[config.mk]
export PLATFORM = sky130hd
export DESIGN_NAME = prlt_cell
export DESIGN_NICKNAME = d
export VERILOG_FILES = /design/src/rtl/prlt_pkg.sv /design/src/rtl/prlt_cell.sv
export SDC_FILE = /design/constraint.sdc
export NUM_CORES = 1
export LEC_CHECK = 0
export ABC_CLOCK_PERIOD_IN_PS = 5300
export BUFFER_PORTS_ARGS = -buffer_cell sky130_fd_sc_hd__buf_2
export CAP_MARGIN = 25
export CORE_AREA = 2 2 104 106
export DETAILED_ROUTE_END_ITERATION = 10
export DIE_AREA = 0 0 106 108
export PLACE_DENSITY = 0.8
export SYNTH_ARGS = -nofsm -noshare
export SYNTH_HDL_FRONTEND = slang
export SYNTH_SLANG_ARGS = --single-unit
[constraint.sdc]
create_clock -name clock -period 5.3 [get_ports clock]
set_input_delay 0.795 -clock clock [delete_from_list [all_inputs] [get_ports clock]]
set_output_delay 0.795 -clock clock [all_outputs]
set_load 0.1 [all_outputs]
[src/rtl/prlt_pkg.sv]
package prlt_pkg;

   localparam int WORD_WIDTH          = 32;
   localparam int OCC_WIDTH           = 4;
   localparam int TABLE_DEPTH_DEFAULT = 10;
   localparam int DIV_STEPS           = 32;

   typedef enum logic {
      OP_INSERT = 1'b0,
      OP_REPLY  = 1'b1
   } opcode_type;

   // one command at a time; all zero means hold
   typedef struct packed {
      logic compare;
      logic sweep;
      logic shift;
      logic insert;
   } cell_ctrl_type;

endpackage

[src/rtl/prlt_cell.sv]
module prlt_cell
   import prlt_pkg::*;
#(
   parameter int CELL_INDEX  = 0,
   parameter int COUNT_WIDTH = 4
) (
   input  logic                   clock,
   input  logic                   reset,
   input  cell_ctrl_type          ctrl,
   input  logic [COUNT_WIDTH-1:0] count,
   input  logic [WORD_WIDTH-1:0]  key_id,
   input  logic [WORD_WIDTH-1:0]  key_time,
   input  logic                   left_found,
   input  logic [WORD_WIDTH-1:0]  left_time,
   input  logic [WORD_WIDTH-1:0]  right_id,
   input  logic [WORD_WIDTH-1:0]  right_time,
   output logic [WORD_WIDTH-1:0]  id_out,
   output logic [WORD_WIDTH-1:0]  time_out,
   output logic                   found_out,
   output logic [WORD_WIDTH-1:0]  carry_out
);

   localparam logic [COUNT_WIDTH-1:0] MY_INDEX = COUNT_WIDTH'(CELL_INDEX);

   logic [WORD_WIDTH-1:0] id_ff;
   logic [WORD_WIDTH-1:0] time_ff;
   logic [WORD_WIDTH-1:0] carry_ff;
   logic                  hit_ff;
   logic                  found_ff;
   logic                  occupied;

   assign occupied = (count > MY_INDEX);

   always_ff @(posedge clock) begin
      if (reset) begin
         hit_ff   <= 1'b0;
         found_ff <= 1'b0;
      end else if (ctrl.compare) begin
         hit_ff   <= occupied && (id_ff == key_id);
         found_ff <= 1'b0;
      end else if (ctrl.sweep) begin
         // during a sweep found travels right one cell per cycle; oldest hit keeps priority
         found_ff <= left_found | hit_ff;
      end
   end

   always_ff @(posedge clock) begin
      if (ctrl.compare) begin
         carry_ff <= '0;
      end else if (ctrl.sweep) begin
         if (left_found) begin
            carry_ff <= left_time;
         end else if (hit_ff) begin
            carry_ff <= time_ff;
         end else begin
            carry_ff <= '0;
         end
      end
   end

   always_ff @(posedge clock) begin
      if (ctrl.shift && found_ff) begin
         id_ff   <= right_id;
         time_ff <= right_time;
      end else if (ctrl.insert && (count == MY_INDEX)) begin
         id_ff   <= key_id;
         time_ff <= key_time;
      end
   end

   assign id_out    = id_ff;
   assign time_out  = time_ff;
   assign found_out = found_ff;
   assign carry_out = carry_ff;

endmodule

==> out/qor.yml <==
synth-seq-cells: 98
grt_pass1_wl_um: 19020
cts_tree: "yes"
clockBufferDepth: 2
clk_pin_slew_worst_paths_ns: 0.09
cp_max_fo: 37
cts_made_buffers: 9
drc: 0
drv_cap: 0
dpl.cell_count: 721
antenna_found_initial: 0
nets: 768
gp_routability_congestion: 0.8230
r2r-start: "found_out"
wl_per_cell_um: 17.40
finClkSkew_ns: 0.01352
cts_root_buf: "clkbuf_8"
worst_pin_slew_ns: 0.9130
grt.total_usage: 0.2169
finalWirelength_um: 12840
htree_levels: 3
hold_viol_final: 0
p_leak_nw: 2.629
via_per_inst: 5.267
drtIter0Drc: 261
fin_crit_sh: 0.5086
die_w_um: 106
outcome: "finished, final reports clean"
setup_violations: 0
n_antenna_cell: 0
clk_latency_ns: 0.36
die_y_um: 108
drtPass1Iterations: 5
port_buffers: 267
syn_area_mm2: 0.004513
fmax_mhz: 371.0
drive_gt1_frac: 0.5864
yosysSeqAreaShare: 0.5767
ys_warn_count: 0
fin_tns_setup_ns: 0
hp-start: "carry_out[15]"
synth_cells: 341
areaGrowthSynthToFinish_pct: 35.10
min_to: "carry_out[15]"
grt_max_degree: 67
postCtsSetupBuffers: 0
grt_pass1_vias: 3902
cts_resized: 0
pin_count: 268
hpwl_um: 9666
worstPathRequired_ns: 5.31
worstRegToRegCells: 3
cp.arrival_ns: 2.71
worstSetupStartpointType: "input port"
hold_path_class: "reg -> reg"
die_area_mm2: 0.01145
drtAntennaViolNets: 0
num_vias: 3887
coreArea_mm2: 0.01023
period_minus_slack_ns: 2.696
syn-num-nets: 512
fin_cells: 738
ys_types: 20
cts.sinks: 98
overflow: 0
rsz0062_at_grt: "false"
cts_hold_buf: 0
syn_area_per_cell_um2: 13.23
start_util: 0.4411
power_density_mw_per_mm2: 291.7
reg2reg_to: "time_out[6]"
path_class: "in -> reg"
cp-end-kind: "flop"
reg2reg_slack_ns: 2.72
maxSlewHeadroom: 0.3892
drv_slew: 0
hold_path_depth: 2
ir_drop_mv: 0.1219
row_count: 37
## kinds of logic after synthesis
logic type / synth area share
mux: 0.1597
compound gates: 0.1087
flops: 0.5767
simple gates: 0.05655
xor+xnor: 0.06210
buf+inv: 0.03632
## critical path, stage by stage
cell     delay [ns]
buf_2          0.08
nand2_2        0.40
nand2_2        0.88
buf_4          0.49
## layer usage
layer	GRT usage	part of all wire	vias up
met5	0	0	-
met1	0.2370	0.37	1837
met2	0.3972	0.53	219
li1	-	-	1809
met4	0.1006	0.020	0
met3	0.05365	0.078	22
## cells in the final DEF, fill, tap and decap left out
cell type  Yosys  final
clkinv_4       0      1
clkbuf_1       9      1
mux2_2        64     64
edfxtp_1      64     64
dfxtp_1       34     34
a211oi_1      30     30
buf_12         0      1
nand2_1        8      6
o21ai_1        1      1
nand4_1        4      4
xor2_1        23     23
nor2_1        34     34
nand2_2        0      2
o211ai_1       2      2
nor2b_4        1      1
clkbuf_8       0     10
bufinv_16      0      1
buf_4          0      2
nor4_1         7      7
a21oi_1        1      1
xnor2_1        9      9
nor4b_2        1      1
buf_2          8    267
o21ai_0        3      3
inv_6          0      1
a22oi_1       30     30
inv_4          0      2
## final cells by class
class                      instances  area (um2)
tap                              136       170.2
fill                             841        4134
timing repair buffer             270        1371
clock buffer                      11       141.4
clock inverter                     5       60.06
multi-input combinational        218        1752
sequential                        98        2603
## synth_stat cells, drive strengths merged
cell type  instances  area, um2
a22oi             30      225.2
nand4              4      25.02
o21ai              4      20.01
buf               16      130.1
o211ai             2      15.01
nor2b              1      13.76
nor2              34      127.6
edfxtp            64       1922
a21oi              1      5.000
xor2              23      201.4
clkbuf             9      33.78
nor4               7      43.79
nand2              8      30.03
dfxtp             34      680.7
nor4b              1      15.01
xnor2              9      78.83
a211oi            30      225.2
mux2              64      720.7
## worst max-delay path by stage
stage,startpoint,end
floorplan,found_out,id_out[0]
global placement,ctrl[1],id_out[21]
detailed placement,ctrl[1],id_out[27]
CTS,ctrl[1],time_out[6]
global route,ctrl[1],time_out[7]
finish,ctrl[1],time_out[6]
## through the flow
stage | instance area (um2) | power, mW | hold WS [ns] | worst slack (ns) | util
after floorplan | 4513 | 1.180 | 0.4646 | 2.037 | -
after global placement | 5876 | 1.284 | 0.4682 | 2.298 | 0.5743
after detailed placement | 5876 | 1.294 | 0.4741 | 2.188 | 0.5743
after CTS | 6077 | 1.789 | 0.4873 | 2.577 | 0.5940
after global routing | 6097 | 1.845 | 0.5075 | 2.472 | 0.5959
final | 6097 | 1.779 | 0.4857 | 2.604 | 0.5959
## power breakdown
| group | internal (mW) | leakage [nW] | total [mW] | switching (mW) |
|---|---|---|---|---|
| Clock | 0.235 | 0.105 | 0.501 | 0.266 |
| Sequential | 0.847 | 0.864 | 0.865 | 0.0173 |
| Combinational | 0.116 | 1.66 | 0.413 | 0.297 |
## state kept, by name (all words and copies together), names as in the netlist
signal and cells:
carry_out 32, id_out 32, time_out 32, found_out 1, hit_ff 1
Power figures use the tool's default switching activity.
