### src/rtl/prlt_pkg.sv
package prlt_pkg;

   localparam int WORD_WIDTH          = 32;
   localparam int OCC_WIDTH           = 4;
   localparam int TABLE_DEPTH_DEFAULT = 10;
   localparam int DIV_STEPS           = 32;

   typedef enum logic {
      OP_INSERT = 1'b0,
      OP_REPLY  = 1'b1
   } opcode_type;

   // one command at a time; all zero means hold
   typedef struct packed {
      logic compare;
      logic sweep;
      logic shift;
      logic insert;
   } cell_ctrl_type;

endpackage

### src/rtl/prlt_div.sv
module prlt_div
   import prlt_pkg::*;
(
   input  logic                      clock,
   input  logic                      reset,
   input  logic                      start,
   input  logic [2*WORD_WIDTH-1:0]   dividend,
   input  logic [WORD_WIDTH:0]       divisor,
   output logic                      done,
   output logic [WORD_WIDTH-1:0]     quotient
);

   localparam int STEP_WIDTH = $clog2(DIV_STEPS);
   localparam logic [STEP_WIDTH-1:0] LAST_STEP = STEP_WIDTH'(DIV_STEPS - 1);

   logic [WORD_WIDTH:0]   rem_ff;
   logic [WORD_WIDTH-1:0] quo_ff;
   logic [WORD_WIDTH:0]   div_ff;
   logic [STEP_WIDTH-1:0] step_ff;
   logic                  run_ff;
   logic                  done_ff;
   logic [WORD_WIDTH+1:0] trial;
   logic [WORD_WIDTH+1:0] diff;
   logic                  take;

   assign trial = {rem_ff, quo_ff[WORD_WIDTH-1]};
   assign diff  = trial - {1'b0, div_ff};
   assign take  = (trial >= {1'b0, div_ff});

   always_ff @(posedge clock) begin
      if (reset) begin
         run_ff  <= 1'b0;
         done_ff <= 1'b0;
         step_ff <= '0;
      end else begin
         done_ff <= 1'b0;
         if (start) begin
            run_ff  <= 1'b1;
            step_ff <= '0;
         end else if (run_ff) begin
            step_ff <= step_ff + 1'b1;
            if (step_ff == LAST_STEP) begin
               run_ff  <= 1'b0;
               done_ff <= 1'b1;
            end
         end
      end
   end

   // quotient fits one word since the upper half starts below the divisor
   always_ff @(posedge clock) begin
      if (start) begin
         rem_ff <= {1'b0, dividend[2*WORD_WIDTH-1:WORD_WIDTH]};
         quo_ff <= dividend[WORD_WIDTH-1:0];
         div_ff <= divisor;
      end else if (run_ff) begin
         rem_ff <= take ? diff[WORD_WIDTH:0] : trial[WORD_WIDTH:0];
         quo_ff <= {quo_ff[WORD_WIDTH-2:0], take};
      end
   end

   assign done     = done_ff;
   assign quotient = quo_ff;

endmodule
### config.mk
export PLATFORM = sky130hd
export DESIGN_NAME = prlt_div
export DESIGN_NICKNAME = d
export VERILOG_FILES = /design/src/rtl/prlt_pkg.sv /design/src/rtl/prlt_div.sv
export SDC_FILE = /design/constraint.sdc
export NUM_CORES = 1
export LEC_CHECK = 0
export BUFFER_PORTS_ARGS = -buffer_cell sky130_fd_sc_hd__buf_2
export CAP_MARGIN = 15
export CORE_ASPECT_RATIO = 0.9
export CORE_MARGIN = 3
export CORE_UTILIZATION = 60
export CTS_CLUSTER_DIAMETER = 80
export DETAILED_ROUTE_END_ITERATION = 10
export GPL_TIMING_DRIVEN = 1
export PLACE_DENSITY = 0.87
export SLEW_MARGIN = 20
export SYNTH_ARGS = -nofsm -noshare
export SYNTH_HDL_FRONTEND = slang
export SYNTH_SLANG_ARGS = --single-unit
### constraint.sdc
create_clock -name clock -period 9.5 [get_ports clock]
set_clock_uncertainty 0.05 [all_clocks]
set_input_delay 0.475 -clock clock [delete_from_list [all_inputs] [get_ports clock]]
set_output_delay 0.475 -clock clock [all_outputs]
set_load 0.005 [all_outputs]
==> impl_metrics.yaml, run 1 <==
run_status:
  status: "finished, final reports clean"
route:
  vias: 4664
  drt-initial-drc-count: 270
  wl_per_cell_um: 17.6
  viasPerCell: 5.84
  routed_wl_um: 14100
  firstDrtPassIters: 5
  drc: 0
  ant_nets: 0
cts:
  cts_sinks: 105
  post_cts_buffers: 0
  cts-buffers-inserted: 9
  cts_hold_buf: 0
  path_clk_slew_ps: 70
  clk_latency_ps: 350
  htree_levels: 3
  postCtsResizedCells: 0
  ctsLongestPathBuffers: 2
  cts_tree: "yes"
  root_buffer: "clkbuf_16"
worst_setup_path:
  critPathArrivalTime_ps: 4290
  worst-path-max-fanout: 21
  critical_path_class: "reg -> reg"
  critPathLaunchType: "flip-flop"
  reg2reg_slack_ps: 5260
  critical_path_required_ps: 9550
  end_kind: "flip-flop"
global_route:
  grt-ovfl-total: 0
  grt_pass1_wl_um: 22700
  grt_pass1_vias: 4759
  grtUsageTotal_pct: 24.6
  antenna_found_initial: 0
  grt_max_degree: 89
sta:
  slew_viol_final: 0
  period_share_pct: 44.6
  min_period_ps: 4240
  hold_viol_final: 0
  relSlewSlack_pct: 34.9
  rsz0062_at_grt: "no"
  fmax_mhz: 236
  setup_viol: 0
  tns_ps: 0
  worst_pin_slew_ps: 976
synth:
  synth_warnings: 0
  synth_seq_cells: 105
  syn_area_um2: 6260
  syn_inst: 543
  synth_edf_count: 97
  syn_nets: 679
  syn_avg_cell_area_um2: 11.5
  ys_seq_area_share_pct: 49.1
  postSynth.asyncResetShare_pct: 0
  ys_types: 61
  synth_ff_type: "edfxtp_1"
finish:
  final_cells: 798
  fin_nets: 803
  final_common_cell: "buf_2"
  n_antenna_cell: 0
  syn_to_final_growth_pct: 16.4
  layout-drive-gt1-share_pct: 33.2
  layout_common_cells: "buf_2 (131), edfxtp_1 (97), mux2_2 (52), a21oi_1 (47), inv_1 (41)"
power:
  switching_power_uw: 647
  p_leak_nw: 3.14
  power_density_nw_per_um2: 251
  p_sw_share_pct: 35.3
  pwr-share-clk_pct: 20.1
  p_seq_share_pct: 35.5
  vdd_drop_max_v: 0.000202
  p_int_mw: 1.18
  pwr-share-comb_pct: 44.4
die:
  fp.dieArea_um2: 11700
  die_w_um: 114
  core-area_um2: 9910
  io_pins: 133
  rows: 34
  die_height_um: 103
  initial_core_util_pct: 63.1
worst_hold_path:
  hold_class: "in -> reg"
run:
  drv_cap: 0
placement:
  hpwl_um: 10200
  io_buffers: 132
  gp_congestion: 0.921
  dpl.cell_count: 782
path summary, 6_finish.rpt:
path | from | endpoint | depth (start not counted)
max | rem_ff[15] | rem_ff[4] | 10
min | reset | run_ff | 2
max reg2reg | rem_ff[15] | rem_ff[4] | 10
min reg2reg | step_ff[4] | step_ff[4] | 2
Yosys cell counts (all sizes together), types with 10 or more instances:
cell type	n	share of area [%]
nand2	31	1.9
nor2	23	1.4
nor2b	10	1.0
edfxtp	97	47
a21oi	49	4.0
inv	41	2.5
ha	35	7.0
xor2	14	2.0
xnor2	15	2.1
o21ai	26	2.1
clkbuf	17	1.0
a21o	13	1.6
mux2	63	12
state kept, by name, summed over array words and instances (netlist names):
signal,flops
div_ff,33
done,1
quotient,32
rem_ff,33
run_ff,1
step_ff,5
cells by family (layout without fill, tap and decap cells):
logic type,after synthesis,count (layout),share of synthesized area (%)
fa+ha+maj,36,36,7.32
mux,72,72,13.4
xor+xnor,29,29,4.06
buf+inv,63,192,4.22
flops,105,105,49.1
compound gates,120,120,12.3
simple gates,118,118,9.66
power groups by stage:
stage               Clock, mW  Sequential (mW)  Combinational, mW
floorplan                   0            0.645              0.643
global placement            0            0.653              0.771
detailed placement          0            0.656              0.798
CTS                     0.377            0.649              0.805
global route            0.394            0.659              0.889
finish                  0.368            0.650              0.812
layer usage:
layer | global-route usage [%] | share of wire [%] | routed length, um | vias up
li1 | - | - | - | 2254
met1 | 31.6 | 43 | 6030 | 2199
met2 | 40.5 | 47 | 6630 | 183
met3 | 6.92 | 7.9 | 1110 | 28
met4 | 9.06 | 2.1 | 292 | 0
met5 | 0 | 0 | 0 | -
critical path, cell delays in order (launching register included):
cell and delay [ps]:
edfxtp_1 410, ha_1 430, nand4_1 230, or3_1 410, o211ai_2 280, a31oi_4 170
o21ai_2 440, and2_1 510, buf_4 430, mux2_2 380, mux2_2 260
stage by stage:
stage               instance area, um2  total power, mW  hold slack [ps]  util [%]  setup slack (ps)
finish                            7280             1.83              241      73.5              5260
global route                      7280             1.94              233      73.5              4990
CTS                               7280             1.83              231      73.5              5260
detailed placement                6990             1.45              444      70.5              5270
global placement                  6990             1.42              432      70.5              5480
floorplan                         6260             1.29              417         -              6100
cell type report:
class | count | area [um2]
Multi-Input combinational cell | 375 | 2920
Fill cell | 701 | 2630
Timing Repair Buffer | 135 | 686
Sequential cell | 105 | 3070
Clock inverter | 7 | 68.8
Inverter | 41 | 154
Tap cell | 126 | 158
Clock buffer | 9 | 225
(Power assumes the default switching activity.)
==> run 2, diff against run 1 <==
--- a/config.mk
+++ b/config.mk
@@ -9,11 +9,11 @@
 export CAP_MARGIN = 15
 export CORE_ASPECT_RATIO = 0.9
 export CORE_MARGIN = 3
-export CORE_UTILIZATION = 60
+export CORE_UTILIZATION = 50
 export CTS_CLUSTER_DIAMETER = 80
 export DETAILED_ROUTE_END_ITERATION = 10
 export GPL_TIMING_DRIVEN = 1
-export PLACE_DENSITY = 0.87
+export PLACE_DENSITY = 0.77
 export SLEW_MARGIN = 20
 export SYNTH_ARGS = -nofsm -noshare
 export SYNTH_HDL_FRONTEND = slang
==> constraint.sdc (replaced) <==
create_clock -name clock -period 3.7 [get_ports clock]
set_clock_uncertainty 0.05 [all_clocks]
set_input_delay 0.185 -clock clock [delete_from_list [all_inputs] [get_ports clock]]
set_output_delay 0.185 -clock clock [all_outputs]
set_load 0.005 [all_outputs]
==> run 2 against run 1 <==
Compared with the run above: first-iteration DRC count increased by 26%; combinational power rose to 2.7 times the previous value; die area rose by 19%; final area is 6.4% higher; global-route usage shrank 2.5 points; worst setup slack got worse by 5100 ps; clock-buffer cell count is the same; final cell count increased by 9.4%; via count rose by 3.1%; sequential share of layout area is 2.5 points lower; maximum frequency is 21% higher.
==> impl_metrics.yaml, run 2 (synthesis gave the netlist of run 1 again) <==
route:
  viasPerCell: 5.51
  routed.top_layer: "met4"
  firstDrtPassIters: 5
  wl_per_cell_um: 17.0
  drc: 0
  routed_wl_um: 14800
  wl_met3_um: 1200
  wl_met1_um: 6480
  drt-initial-drc-count: 339
  wl_met2_um: 6890
  ant_nets: 0
  vias: 4807
finish:
  final_common_cell: "buf_2"
  final_util_pct: 63.9
  fin_nets: 844
  syn_to_final_growth_pct: 23.8
  fin_area_um2: 7750
  layout_common_cells: "buf_2 (131), edfxtp_1 (97), mux2_2 (52), a21oi_1 (47), inv_1 (41)"
  layout-drive-gt1-share_pct: 32.7
  n_antenna_cell: 0
die:
  die_w_um: 124
  initial_core_util_pct: 51.6
  die_height_um: 112
  core-area_um2: 12100
  rows: 38
  io_pins: 133
  fp.dieArea_um2: 13900
cts:
  cts-buffers-inserted: 9
  path_clk_slew_ps: 80
  root_buffer: "clkbuf_16"
  cts_sinks: 105
  clk_latency_ps: 360
  htree_levels: 3
  cts_tree: "yes"
  ctsLongestPathBuffers: 2
global_route:
  grt-ovfl-total: 0
  grt_pass1_vias: 4933
  antenna_found_initial: 0
  grt_pass1_wl_um: 24000
  grt_max_degree: 95
  grtUsageTotal_pct: 22.1
sta:
  worst_pin_slew_ps: 597
  fmax_mhz: 284
  rsz0062_at_grt: "no"
  relSlewSlack_pct: 60.2
  fin_ws_ps: 182
  tns_ps: 0
  setup_viol: 0
  hold_viol_final: 0
  period_share_pct: 95.1
  min_period_ps: 3520
  slew_viol_final: 0
run:
  drv_cap: 0
placement:
  hpwl_um: 10500
  io_buffers: 132
  pre_cts_ws_ps: 95.8
  gp_congestion: 0.884
  post_dp_cell_area_um2: 7080
worst_setup_path:
  critPathLaunchType: "flip-flop"
  critical_path_required_ps: 3770
  crit_path_cell_trace: "inv_1 > ha_1 > inv_1 > fa_2 > a21oi_2 > o221ai_2 > a211oi_2 > o211ai_2 > a31oi_4 > o21ai_2 > and2_1 > buf_4 > mux2_4 > mux2_2"
  cpPeakStageDelay_ps: 420
  reg2reg_slack_ps: 180
  crit_family: "compound AO/OA/AOI/OAI gates"
  worst-path-buf-inv: 3
  end_kind: "flip-flop"
  cpMaxStageDelayCell: "edfxtp_1"
  critical_path_class: "reg -> reg"
  critPathArrivalTime_ps: 3590
  path_common_cell: "inv_1"
  worst-path-max-fanout: 18
power:
  vdd_drop_max_v: 0.000328
  power_density_nw_per_um2: 620
  p_leak_nw: 3.33
  p_total_mw: 4.81
run_status:
  status: "finished, final reports clean"
worst_hold_path:
  hold_class: "in -> reg"
-- run 2: cell count changes in the layout (fill, tap and decap cells not counted), moves of 2 or more --
cell / delta
dlygate4sd3_1: +34
buf_12: +2
inv_8: +2
clkinv_1: -2
buf_4: +5
-- run 2: what timing repair did --
| item | in CTS | in global routing |
|---|---|---|
| hold buffers | 34 | 0 |
| gates resized for setup | 0 | 1 |
| setup buffers | 0 | 4 |
| hold endpoints to repair | 34 | 0 |
| setup endpoints to repair | 0 | 17 |
-- run 2: area by class of cell --
class / instances / area, um2
Fill cell: 968 / 4380
Sequential cell: 105 / 3070
Multi-Input combinational cell: 375 / 2920
Timing Repair Buffer: 176 / 1100
Clock buffer: 9 / 225
Tap cell: 160 / 200
Inverter: 41 / 154
Clock inverter: 7 / 70.1
-- run 2: final timing paths --
path | startpoint | endpoint | cells after the start
max | quotient[31] | rem_ff[7] | 14
min | dividend[41] | rem_ff[9] | 3
max reg2reg | quotient[31] | rem_ff[7] | 14
min reg2reg | step_ff[4] | step_ff[4] | 2
-- run 2: metrics by stage --
step	hold WS (ps)	std cells
2_1_floorplan	207	543
3_3_place_gp	308	819
3_5_place_dp	312	819
4_1_cts	40.9	869
5_1_grt	61.5	873
6_report	58.6	873
-- run 2: metal layers --
metal,vias up,GRT usage (%)
met5,-,0
met4,0,6.50
met3,21,7.81
met2,191,34.8
met1,2252,28.8
li1,2343,-
-- run 2: where the power goes --
part	switching, mW	internal (mW)	leakage (nW)
logic	1.15	1.04	2.15
registers	0.114	1.55	1.03
clock network	0.477	0.477	0.147
total	1.74	3.07	3.33
-- run 2: worst reg2reg max path, cell delays in order (launching register included) --
cell and delay [ps]:
edfxtp_1 420, inv_1 80, ha_1 160, inv_1 60
fa_2 370, a21oi_2 160, o221ai_2 150, a211oi_2 320
o211ai_2 200, a31oi_4 240, o21ai_2 80, and2_1 180
buf_4 220, mux2_4 330, mux2_2 260
